[config.mk]
export PLATFORM = sky130hd
export DESIGN_NAME = timed_hysteresis_trigger
export DESIGN_NICKNAME = d
export VERILOG_FILES = /design/src/hdl/tht_pkg.sv /design/src/hdl/tht_cfg.sv /design/src/hdl/tht_in_reg.sv /design/src/hdl/tht_eval.sv /design/src/hdl/timed_hysteresis_trigger.sv
export SDC_FILE = /design/constraint.sdc
export NUM_CORES = 1
export LEC_CHECK = 0
export ABC_AREA = 1
export BUFFER_PORTS_ARGS = -buffer_cell sky130_fd_sc_hd__buf_2
export CAP_MARGIN = 20
export CELL_PAD_IN_SITES_DETAIL_PLACEMENT = 1
export CELL_PAD_IN_SITES_GLOBAL_PLACEMENT = 1
export CORE_AREA = 3 3 240 242
export DETAILED_ROUTE_END_ITERATION = 7
export DIE_AREA = 0 0 243 245
export PLACE_DENSITY_LB_ADDON = 0.1
export SLEW_MARGIN = 20
export SYNTH_ARGS = -nofsm -noshare
export SYNTH_HDL_FRONTEND = slang
export SYNTH_SLANG_ARGS = --single-unit
[constraint.sdc]
create_clock -name clk -period 5.71 [get_ports clk]
set_input_delay 0.2855 -clock clk [delete_from_list [all_inputs] [get_ports clk]]
set_output_delay 0.2855 -clock clk [all_outputs]
set_load 0.02 [all_outputs]
[src/hdl/tht_pkg.sv]
// shared constants and codes for the timed hysteresis trigger
package tht_pkg;

    // default field widths
    localparam int TIME_WIDTH_DEF   = 48;
    localparam int SAMPLE_WIDTH_DEF = 32;

    // configuration register index
    localparam int CFG_INDEX_WIDTH = 2;

    typedef enum logic [CFG_INDEX_WIDTH-1:0] {
        CFG_LOW_LEVEL    = 2'd0,
        CFG_HIGH_LEVEL   = 2'd1,
        CFG_HOLD_TIME    = 2'd2,
        CFG_BIPOLAR_MODE = 2'd3
    } cfg_index_t;

endpackage

[src/hdl/tht_cfg.sv]
// configuration register bank: thresholds, hold time and bipolar mode
module tht_cfg #(
    parameter int TIME_WIDTH   = tht_pkg::TIME_WIDTH_DEF,
    parameter int SAMPLE_WIDTH = tht_pkg::SAMPLE_WIDTH_DEF
) (
    input  logic                                     clk,
    input  logic                                     rst_n,
    input  logic                                     cfg_write_en,
    input  logic [tht_pkg::CFG_INDEX_WIDTH-1:0]      cfg_index,
    input  logic [((TIME_WIDTH > SAMPLE_WIDTH) ? TIME_WIDTH : SAMPLE_WIDTH)-1:0] cfg_data,
    output logic signed [SAMPLE_WIDTH-1:0]           low_level,
    output logic signed [SAMPLE_WIDTH-1:0]           high_level,
    output logic [TIME_WIDTH-1:0]                    hold_time_us,
    output logic                                     bipolar_mode
);

    logic signed [SAMPLE_WIDTH-1:0] low_level_reg, low_level_next;
    logic signed [SAMPLE_WIDTH-1:0] high_level_reg, high_level_next;
    logic [TIME_WIDTH-1:0]          hold_time_reg, hold_time_next;
    logic                           bipolar_reg, bipolar_next;

    // register write decode
    always_comb
    begin
        low_level_next  = low_level_reg;
        high_level_next = high_level_reg;
        hold_time_next  = hold_time_reg;
        bipolar_next    = bipolar_reg;
        if (cfg_write_en)
        begin
            unique case (tht_pkg::cfg_index_t'(cfg_index))
                tht_pkg::CFG_LOW_LEVEL:    low_level_next  = cfg_data[SAMPLE_WIDTH-1:0];
                tht_pkg::CFG_HIGH_LEVEL:   high_level_next = cfg_data[SAMPLE_WIDTH-1:0];
                tht_pkg::CFG_HOLD_TIME:    hold_time_next  = cfg_data[TIME_WIDTH-1:0];
                tht_pkg::CFG_BIPOLAR_MODE: bipolar_next    = cfg_data[0];
                default:
                begin
                end
            endcase
        end
    end

    // register storage
    always_ff @(posedge clk or negedge rst_n)
    begin
        if (!rst_n)
        begin
            low_level_reg  <= '0;
            high_level_reg <= '0;
            hold_time_reg  <= '0;
            bipolar_reg    <= 1'b0;
        end
        else
        begin
            low_level_reg  <= low_level_next;
            high_level_reg <= high_level_next;
            hold_time_reg  <= hold_time_next;
            bipolar_reg    <= bipolar_next;
        end
    end

    assign low_level    = low_level_reg;
    assign high_level   = high_level_reg;
    assign hold_time_us = hold_time_reg;
    assign bipolar_mode = bipolar_reg;

endmodule

[src/hdl/tht_in_reg.sv]
// input register stage with valid/stall handshake
module tht_in_reg #(
    parameter int TIME_WIDTH   = tht_pkg::TIME_WIDTH_DEF,
    parameter int SAMPLE_WIDTH = tht_pkg::SAMPLE_WIDTH_DEF
) (
    input  logic                           clk,
    input  logic                           rst_n,
    input  logic                           in_valid,
    output logic                           in_stall,
    input  logic [TIME_WIDTH-1:0]          time_us,
    input  logic signed [SAMPLE_WIDTH-1:0] sample,
    output logic                           held_valid,
    input  logic                           held_take,
    output logic [TIME_WIDTH-1:0]          held_time,
    output logic signed [SAMPLE_WIDTH-1:0] held_sample
);

    logic                           valid_reg, valid_next;
    logic [TIME_WIDTH-1:0]          time_reg;
    logic signed [SAMPLE_WIDTH-1:0] sample_reg;
    logic                           load;

    // stall while a held item is not moving on
    assign in_stall = valid_reg && !held_take;
    assign load     = in_valid && !in_stall;

    always_comb
    begin
        valid_next = valid_reg;
        if (!valid_reg || held_take)
        begin
            valid_next = in_valid;
        end
    end

    always_ff @(posedge clk or negedge rst_n)
    begin
        if (!rst_n)
        begin
            valid_reg <= 1'b0;
        end
        else
        begin
            valid_reg <= valid_next;
        end
    end

    // payload capture on transfer
    always_ff @(posedge clk)
    begin
        if (load)
        begin
            time_reg   <= time_us;
            sample_reg <= sample;
        end
    end

    assign held_valid  = valid_reg;
    assign held_time   = time_reg;
    assign held_sample = sample_reg;

endmodule

[src/hdl/tht_eval.sv]
// trigger state, dwell timer update and result register
module tht_eval #(
    parameter int TIME_WIDTH   = tht_pkg::TIME_WIDTH_DEF,
    parameter int SAMPLE_WIDTH = tht_pkg::SAMPLE_WIDTH_DEF
) (
    input  logic                           clk,
    input  logic                           rst_n,
    input  logic                           held_valid,
    output logic                           held_take,
    input  logic [TIME_WIDTH-1:0]          held_time,
    input  logic signed [SAMPLE_WIDTH-1:0] held_sample,
    input  logic signed [SAMPLE_WIDTH-1:0] low_level,
    input  logic signed [SAMPLE_WIDTH-1:0] high_level,
    input  logic [TIME_WIDTH-1:0]          hold_time_us,
    input  logic                           bipolar_mode,
    output logic                           out_valid,
    input  logic                           out_stall,
    output logic                           trigger_on,
    output logic                           time_backwards,
    output logic [TIME_WIDTH-1:0]          dwell_time_us
);

    localparam logic signed [SAMPLE_WIDTH-1:0] SAMPLE_MIN = {1'b1, {(SAMPLE_WIDTH-1){1'b0}}};
    localparam logic signed [SAMPLE_WIDTH-1:0] SAMPLE_MAX = {1'b0, {(SAMPLE_WIDTH-1){1'b1}}};

    logic                  on_reg, on_next;
    logic [TIME_WIDTH-1:0] timer_reg, timer_next;
    logic [TIME_WIDTH-1:0] last_time_reg, last_time_next;
    logic                  first_reg, first_next;
    logic                  out_valid_reg, out_valid_next;
    logic                  res_on_reg;
    logic                  res_back_reg;
    logic [TIME_WIDTH-1:0] res_dwell_reg;

    logic [TIME_WIDTH-1:0]          base_time;
    logic                           backwards;
    logic [TIME_WIDTH-1:0]          elapsed;
    logic signed [SAMPLE_WIDTH-1:0] level;
    logic                           qualifies;
    logic [TIME_WIDTH:0]            sum;

    // the held item moves on when the result register is free
    assign held_take = held_valid && (!out_valid_reg || !out_stall);

    // elapsed time since the previous sample, zero on the first one and when time runs backwards
    assign base_time = first_reg ? held_time : last_time_reg;
    assign backwards = held_time < base_time;
    assign elapsed   = backwards ? '0 : held_time - base_time;

    // compared level: magnitude in bipolar mode, saturated at the most negative code
    always_comb
    begin
        level = held_sample;
        if (bipolar_mode && held_sample[SAMPLE_WIDTH-1])
        begin
            if (held_sample == SAMPLE_MIN)
            begin
                level = SAMPLE_MAX;
            end
            else
            begin
                level = -held_sample;
            end
        end
    end

    assign qualifies = on_reg ? (level <= low_level) : (level >= high_level);
    assign sum       = {1'b0, timer_reg} + {1'b0, elapsed};

    // state update for one transfer
    always_comb
    begin
        on_next        = on_reg;
        timer_next     = timer_reg;
        last_time_next = last_time_reg;
        first_next     = first_reg;
        if (held_take)
        begin
            first_next     = 1'b0;
            last_time_next = held_time;
            if (qualifies)
            begin
                if (timer_reg > hold_time_us)
                begin
                    on_next = !on_reg;
                end
                else if (sum[TIME_WIDTH])
                begin
                    timer_next = '1;
                end
                else
                begin
                    timer_next = sum[TIME_WIDTH-1:0];
                end
            end
            else
            begin
                timer_next = '0;
            end
        end
    end

    // result valid tracking
    always_comb
    begin
        out_valid_next = out_valid_reg;
        if (held_take)
        begin
            out_valid_next = 1'b1;
        end
        else if (!out_stall)
        begin
            out_valid_next = 1'b0;
        end
    end

    always_ff @(posedge clk or negedge rst_n)
    begin
        if (!rst_n)
        begin
            on_reg        <= 1'b0;
            timer_reg     <= '0;
            last_time_reg <= '0;
            first_reg     <= 1'b1;
            out_valid_reg <= 1'b0;
        end
        else
        begin
            on_reg        <= on_next;
            timer_reg     <= timer_next;
            last_time_reg <= last_time_next;
            first_reg     <= first_next;
            out_valid_reg <= out_valid_next;
        end
    end

    // result payload capture
    always_ff @(posedge clk)
    begin
        if (held_take)
        begin
            res_on_reg    <= on_next;
            res_back_reg  <= backwards;
            res_dwell_reg <= timer_next;
        end
    end

    assign out_valid      = out_valid_reg;
    assign trigger_on     = res_on_reg;
    assign time_backwards = res_back_reg;
    assign dwell_time_us  = res_dwell_reg;

endmodule

[src/hdl/timed_hysteresis_trigger.sv]
// top level: timed hysteresis trigger with dwell time
//
//   channel   direction   handshake                  payload
//   input     in          in_valid / in_stall        time_us, sample
//   result    out         out_valid / out_stall      trigger_on, time_backwards, dwell_time_us
//   config    in          cfg_write_en               cfg_index, cfg_data
//
// one item per cycle sustained while out_stall is low; a result passes the input register,
// then the result register behind the combinational state update
// the state update loop (compare, subtract, saturating add) sets the cycle time
// reset clears configuration, trigger state, dwell timer and both valid flags
// a stalled result holds in its register while one more item waits in the input register
module timed_hysteresis_trigger #(
    parameter int TIME_WIDTH   = tht_pkg::TIME_WIDTH_DEF,
    parameter int SAMPLE_WIDTH = tht_pkg::SAMPLE_WIDTH_DEF
) (
    input  logic                                clk,
    input  logic                                rst_n,
    input  logic                                in_valid,
    output logic                                in_stall,
    input  logic [TIME_WIDTH-1:0]               time_us,
    input  logic signed [SAMPLE_WIDTH-1:0]      sample,
    output logic                                out_valid,
    input  logic                                out_stall,
    output logic                                trigger_on,
    output logic                                time_backwards,
    output logic [TIME_WIDTH-1:0]               dwell_time_us,
    input  logic                                cfg_write_en,
    input  logic [tht_pkg::CFG_INDEX_WIDTH-1:0] cfg_index,
    input  logic [((TIME_WIDTH > SAMPLE_WIDTH) ? TIME_WIDTH : SAMPLE_WIDTH)-1:0] cfg_data
);

    logic signed [SAMPLE_WIDTH-1:0] low_level;
    logic signed [SAMPLE_WIDTH-1:0] high_level;
    logic [TIME_WIDTH-1:0]          hold_time_us;
    logic                           bipolar_mode;
    logic                           held_valid;
    logic                           held_take;
    logic [TIME_WIDTH-1:0]          held_time;
    logic signed [SAMPLE_WIDTH-1:0] held_sample;

    // configuration registers
    tht_cfg #(
        .TIME_WIDTH   (TIME_WIDTH),
        .SAMPLE_WIDTH (SAMPLE_WIDTH)
    ) u_cfg (
        .clk          (clk),
        .rst_n        (rst_n),
        .cfg_write_en (cfg_write_en),
        .cfg_index    (cfg_index),
        .cfg_data     (cfg_data),
        .low_level    (low_level),
        .high_level   (high_level),
        .hold_time_us (hold_time_us),
        .bipolar_mode (bipolar_mode)
    );

    // input register
    tht_in_reg #(
        .TIME_WIDTH   (TIME_WIDTH),
        .SAMPLE_WIDTH (SAMPLE_WIDTH)
    ) u_in_reg (
        .clk         (clk),
        .rst_n       (rst_n),
        .in_valid    (in_valid),
        .in_stall    (in_stall),
        .time_us     (time_us),
        .sample      (sample),
        .held_valid  (held_valid),
        .held_take   (held_take),
        .held_time   (held_time),
        .held_sample (held_sample)
    );

    // state update and result register
    tht_eval #(
        .TIME_WIDTH   (TIME_WIDTH),
        .SAMPLE_WIDTH (SAMPLE_WIDTH)
    ) u_eval (
        .clk            (clk),
        .rst_n          (rst_n),
        .held_valid     (held_valid),
        .held_take      (held_take),
        .held_time      (held_time),
        .held_sample    (held_sample),
        .low_level      (low_level),
        .high_level     (high_level),
        .hold_time_us   (hold_time_us),
        .bipolar_mode   (bipolar_mode),
        .out_valid      (out_valid),
        .out_stall      (out_stall),
        .trigger_on     (trigger_on),
        .time_backwards (time_backwards),
        .dwell_time_us  (dwell_time_us)
    );

endmodule
# [After elaboration in Yosys (flattened, before gate mapping)]
# Cells that the tools add are included.
[totals] ff_bits=343 in_bits=135
[classes] n_addsub=3 magnitude_cmp=4 n_eq_ne=5 muxes=14 reduce_logical=17
[ops] operator="two-way mux 48 bit" n=6
[ops] operator="two-way mux 32 bit" n=2
[ops] operator="adder 48 x 48 -> 49 bit" n=1
[ops] operator="> comparator 48 bit" n=1
[ops] operator="less-than comparator 48 bit" n=1
[ops] operator="subtractor 48 bit" n=1
[ops] operator="== test 32 bit, second input constant" n=1
[ops] operator=">= comparator 32 bit" n=1
[ops] operator="<= comparator 32 bit" n=1
[ops] operator="negator 32 bit" n=1
[ops] operator="AND reduction 2 bit" n=4
[ops] operator="logical NOT 1 bit" n=6
[ops] operator="two-way mux 1 bit" n=6
[ops] operator="== test 2 bit, second input constant" n=2
[ops] operator="logical AND 1 bit" n=4
[ops] operator="== test 2 x 1 -> 1 bit, second input constant" n=1
[ops] operator="logical NOT 2 bit" n=1
[ops] operator="logical OR 1 bit" n=2
[ops] operator="!= test 2 x 1 -> 1 bit, second input constant" n=1

# [Depth between registers and ports, before layout]
[logic_depth] word_depth=8 depth_mapped=37 ltp_nobuf=36

# [Hierarchy]
# From an unflattened synthesis, not the netlist that was laid out.
[hier_totals] hier_cells=3717 area_unflattened_um2=25974.9
[modules_own_cells] module="tht_eval" n_inst=1 cells_per_inst=3126 area_each_um2=18858.1 seq_area_each_um2=3980.1
[modules_own_cells] module="tht_cfg" n_inst=1 cells_per_inst=504 area_each_um2=4657.0 seq_area_each_um2=2827.7
[modules_own_cells] module="tht_in_reg" n_inst=1 cells_per_inst=87 area_each_um2=2459.9 seq_area_each_um2=2427.3

# [Worst setup path after synthesis]
# OpenSTA, ideal clock, no wires.
[synth_timing] path_type="register -> register" startpoint="register u_eval.first_reg" endpoint="register u_eval.res_dwell_reg[38], in the netlist u_eval.dwell_time_us[38] (data pin)" setup_ps=262 arrival_time_ps=4420 setup_slack_ps=1028 path_stages_with_launch=35 path_buffers=4 period_less_slack_ps=4682 path_cell_list="dfstp_2 -> clkbuf_1 -> clkbuf_1 -> nand2_1 -> o21ai_0 -> ha_1 -> nand2_1 -> inv_1 -> a21oi_1 -> nor2_1 -> o21ai_0 -> nand2_1 -> nand2_1 -> nand3_2 -> a21oi_2 -> buf_6 -> or2_1 -> inv_1 -> ha_1 -> fa_1 -> nand2_1 -> nand3_1 -> nand3_1 -> nand2_2 -> nand2_1 -> nand2_2 -> nand2_2 -> nand3_4 -> inv_4 -> nand2_4 -> buf_12 -> nor2_2 -> nor2_1 -> nand3_1 -> nand2_1"
[synth_via] elab_chain_len=8 elab_cells_between_ends=9 cone_classes="add/sub: 2; order compare: 1; mux: 6"
[synth_lines] element="start, declared" line_no="tht_eval.sv:29" rtl="logic first_reg, first_next;"
[synth_lines] element="start signal, assigned" line_no="tht_eval.sv:132" rtl="first_reg <= first_next;"
[synth_lines] element="two-way mux 48 bit *" line_no="tht_eval.sv:46" rtl="assign base_time = first_reg ? held_time : last_time_reg;"
[synth_lines] element="subtractor 48 bit / less-than comparator 48 bit (equally long branches)" line_no="tht_eval.sv:48, tht_eval.sv:47"
[synth_lines] element="two-way mux 48 bit *" line_no="tht_eval.sv:48" rtl="assign elapsed = backwards ? '0 : held_time - base_time;"
[synth_lines] element="adder 48 x 48 -> 49 bit *" line_no="tht_eval.sv:68" rtl="assign sum = {1'b0, timer_reg} + {1'b0, elapsed};"
[synth_lines] element="two-way mux 48 bit *" line_no="tht_eval.sv:87" rtl="else if (sum[TIME_WIDTH])"
[synth_lines] element="two-way mux 48 bit *" line_no="tht_eval.sv:83" rtl="if (timer_reg > hold_time_us)"
[synth_lines] element="two-way mux 48 bit *" line_no="tht_eval.sv:81" rtl="if (qualifies)"
[synth_lines] element="two-way mux 48 bit *" line_no="tht_eval.sv:77" rtl="if (held_take)"
[synth_lines] element="via u_eval.timer_next[38]" line_no="tht_eval.sv:27" rtl="logic [TIME_WIDTH-1:0] timer_reg, timer_next;"
[synth_lines] element="end signal, assigned" line_no="tht_eval.sv:144" rtl="res_dwell_reg <= timer_next;"
[synth_lines] element="end, declared" line_no="tht_eval.sv:33" rtl="logic [TIME_WIDTH-1:0] res_dwell_reg;"
# Mark *: on every way through the listed nets, which the timed path passes. The rest lies on a longest branch.
# A chain may end at the register's enable or synchronous reset.

# [Worst setup path after layout]
[layout_timing] startpoint="register u_eval.first_reg" endpoint="register u_eval.res_dwell_reg[26], in the netlist u_eval.dwell_time_us[26] (data pin)"
# Same word-level chain as after synthesis.

==> impl_metrics.tcl <==
set metrics [dict create \
    power_switching_share_pct 46.5 \
    grt_first_pass_wirelength_um 145000 \
    setup_tns_ns 0 \
    coreArea_um2 55300 \
    synth-xor-area-share_pct 2.17 \
    final_net_count 4211 \
    clock_latency_ns 0.58 \
    gp_congestion 0.947 \
    cp-start-kind "register" \
    ys_warn_count 0 \
    worstSetupEndpointType "register" \
    slowest_stage "dfstp_2" \
    synthSimpleGateAreaFrac_pct 29.3 \
    finalNonFillerCells 4646 \
    cp.required_ns 6.03 \
    tightest_slew_ns 0.969 \
    p_per_area_nw_per_um2 439 \
    synth_seq_area_share_pct 36.9 \
    dp_slack_ns 0.227 \
    cp-startpoint "u_eval.first_reg$_DFFE_PN1P_" \
    viasPerCell 5.29 \
    grt_use_met2_pct 52.0 \
    cts.reportedPaths.clkPinSlew_ns 0.06 \
    stdcell_area_um2 29400 \
    htree_levels 2 \
    die_h_um 245 \
    skew_ns 0.0252 \
    dpl_cell_area_um2 26900 \
    syn_area_um2 25000 \
    start_util_pct 45.3 \
    fin_ws_ns 0.342 \
    rsz0062_at_grt "true" \
    r2r_start "u_eval.first_reg$_DFFE_PN1P_" \
    crit_top_cell "nand2_1" \
    netlist_instances 3576 \
    drt_iter0_markers 1472 \
    p_int_mw 6.91 \
    yosysUniqueCellTypes 51 \
    p_seq_share_pct 27.6 \
    core.rowCount 86 \
    die_area_um2 59500 \
    min_from "cfg_data[11]" \
    first_global_vias 25900 \
    ys_ff_latch 343 \
    p_switching_mw 6.01 \
    firstDrtPassIters 5 \
    drive_above_1_share_pct 9.63 \
    io_pins 187 \
    power_frac_clock_pct 20.7 \
    muxShareOfSynthArea_pct 0 \
    period_needed_ns 5.37 \
    cts_setup_buffers 0 \
    drc_errors 0 \
    drtAntennaViolNets 0 \
    fmax_mhz 186 \
    hold_violations 0 \
    finalSetupViolCount 0 \
    syn_to_final_growth_pct 17.4 \
    period_share_pct 94.0 \
    grt_max_degree 141 \
    grt_usage_pct 30.9 \
    cts.path.max_buffers 3 \
    wirelength_um 93600 \
    cap_violations 0 \
    cts_sinks 343 \
    top_usage_layer "met2" \
    dpl.cell_count 4468 \
    syn_nets 3922 \
    hpwl_um 70700 \
    cp_max_fo 21 \
    path_class "register to register" \
    avgRoutedWirePerCell_um 20.1 \
    die_w_um 243 \
    synth_top_family_by_area "simple AND/OR/NAND/NOR gates" \
    slew_headroom_pct 35.4 \
    slowest_delay_ns 0.66 \
    holdCritPathClass "primary input to register" \
    grt_antenna_before_repair 4 \
    io_buffers 186 \
    drv_slew 0 \
    via_count 24600 \
    cts_tree "built" \
    syn_avg_cell_area_um2 7.00 \
    ir_worst_vdd_mv 0.309 \
    grt_overflow 0 \
    grt_use_met3_pct 3.85 \
    outcome "finished, final reports clean" \
    cts_buffers 41 \
    cts-root-buf "clkbuf_16" \
    combPwrFrac_pct 51.7 \
    grt_use_met1_pct 41.9 \
    synth_compound_area_share_pct 10.1 \
    power.leakage_nw 15.5 \
    synthAdderAreaFrac_pct 10.6 \
    crit_arrival_ns 5.69 \
]
-- layout by cell type (no fill, tap or decap), types with 4 or more instances in the layout --
| master | n |
|---|---|
| nand2_1 | 1123 |
| inv_1 | 615 |
| nor2_1 | 328 |
| o21ai_0 | 267 |
| dfrtp_1 | 212 |
| ha_1 | 207 |
| buf_2 | 185 |
| nand3_1 | 152 |
| a21oi_1 | 147 |
| edfxtp_1 | 130 |
| dlygate4sd3_1 | 99 |
| xor2_1 | 49 |
| clkbuf_16 | 43 |
| nand3b_1 | 36 |
| nand4_1 | 32 |
| buf_4 | 32 |
| nor2_2 | 27 |
| nor3_1 | 25 |
| or2_2 | 17 |
| a31oi_1 | 14 |
| clkbuf_1 | 14 |
| xnor2_1 | 11 |
| o21bai_1 | 10 |
| a21o_1 | 9 |
| o21a_1 | 9 |
| a21oi_2 | 7 |
| nand2_2 | 7 |
| clkbuf_8 | 6 |
| nand3_2 | 5 |
| clkinv_2 | 5 |
| buf_12 | 5 |
| nor4_1 | 4 |
| o211ai_1 | 4 |
| and2_1 | 4 |
| inv_2 | 4 |
-- critical path: cells and delay by family (launching register included) --
kind	cells	cell delay, ns
AO/OA/AOI/OAI	4	0.56
buffers and inverters	9	1.04
adder cells (fa/ha/maj)	3	0.99
flip-flops	1	0.66
AND/OR/NAND/NOR	16	1.83
-- synthesized netlist by cell type (all sizes together) --
library cell	number	share of area, %
a211oi	1	0.030
a21boi	5	0.15
a21o	10	0.30
a21oi	154	3.1
a31oi	14	0.35
and2	4	0.10
and3	1	0.025
buf	26	0.78
clkbuf	53	0.79
clkinv	1	0.015
dfrtp	212	21
dfstp	1	0.10
edfxtp	130	16
fa	2	0.16
ha	209	10
inv	623	9.4
nand2	1132	17
nand3	159	3.3
nand3b	36	1.1
nand4	32	0.80
nor2	358	5.6
nor3	28	0.62
nor4	5	0.15
o211ai	4	0.12
o21a	9	0.27
o21ai	270	5.4
o21bai	10	0.30
o221ai	1	0.035
o31ai	3	0.090
or2	20	0.50
or4	1	0.030
xnor2	11	0.38
xor2	51	1.8
-- cells by family (layout without fill, tap and decap cells) --
kind of cell	after synthesis	count (layout)
XOR/XNOR	62	62
AND/OR/NAND/NOR	1776	1776
AO/OA/AOI/OAI	481	481
flip-flops	343	343
other	0	2
buffers and inverters	703	1023
adder cells (fa/ha/maj)	211	211
-- worst paths after layout --
kind	endpoint	slack (ns)	cells past startpoint
min in group asynchronous	u_cfg.bipolar_mode$_DFFE_PN0P_	0.25	2
worst max register to register	u_eval.dwell_time_us[26]$_DFFE_PP_	0.34	32
max in group asynchronous	u_eval.last_time_reg[34]$_DFFE_PN0P_	4.14	3
worst min-delay path	u_cfg.high_level[11]$_DFFE_PN0P_	0.03	3
worst max-delay path	u_eval.dwell_time_us[26]$_DFFE_PP_	0.34	32
worst min register to register	u_cfg.hold_time_us[13]$_DFFE_PN0P_	0.49	2
-- metal layers --
metal | up-vias | share of wire (%) | routed length, um
met5 | - | 0 | 0
met1 | 12000 | 45 | 42300
met2 | 568 | 47 | 43900
met4 | 0 | 2.8 | 2660
li1 | 11800 | - | -
met3 | 137 | 5.0 | 4710
-- timing repair --
action	4_1_cts	5_1_grt
endpoints found under the hold margin	172	0
hold buffers	99	0
endpoints found under the setup margin	0	94
gates resized for setup	0	29
-- through the flow --
| step | utilization, % | power, mW | hold WS [ns] |
|---|---|---|---|
| after global routing | 53.2 | 13.9 | 0.0308 |
| after global placement | 48.6 | 9.76 | 0.308 |
| final | 53.2 | 12.9 | 0.0278 |
| after detailed placement | 48.6 | 10.0 | 0.316 |
| after CTS | 52.8 | 12.8 | 0.00662 |
| after floorplan | - | 7.80 | -0.0101 |
-- final cells by class --
| cell class | instances | area [um^2] |
|---|---|---|
| multi-input combinational | 2530 | 13200 |
| sequential | 343 | 9240 |
| timing repair buffer | 325 | 2330 |
| tap | 748 | 936 |
| fill | 7205 | 25900 |
| inverter | 624 | 2350 |
| antenna | 2 | 5.00 |
| clock buffer | 61 | 1160 |
| clock inverter | 13 | 184 |
-- power by group through the flow --
stage          combinational, mW  sequential (mW)  clock (mW)
2_1_floorplan               4.30             3.50           0
3_3_place_gp                6.18             3.58           0
3_5_place_dp                6.43             3.59           0
4_1_cts                     6.54             3.56        2.72
5_1_grt                     7.48             3.61        2.81
6_report                    6.68             3.57        2.67
Note: power is estimated with default switching activity, not from simulation.
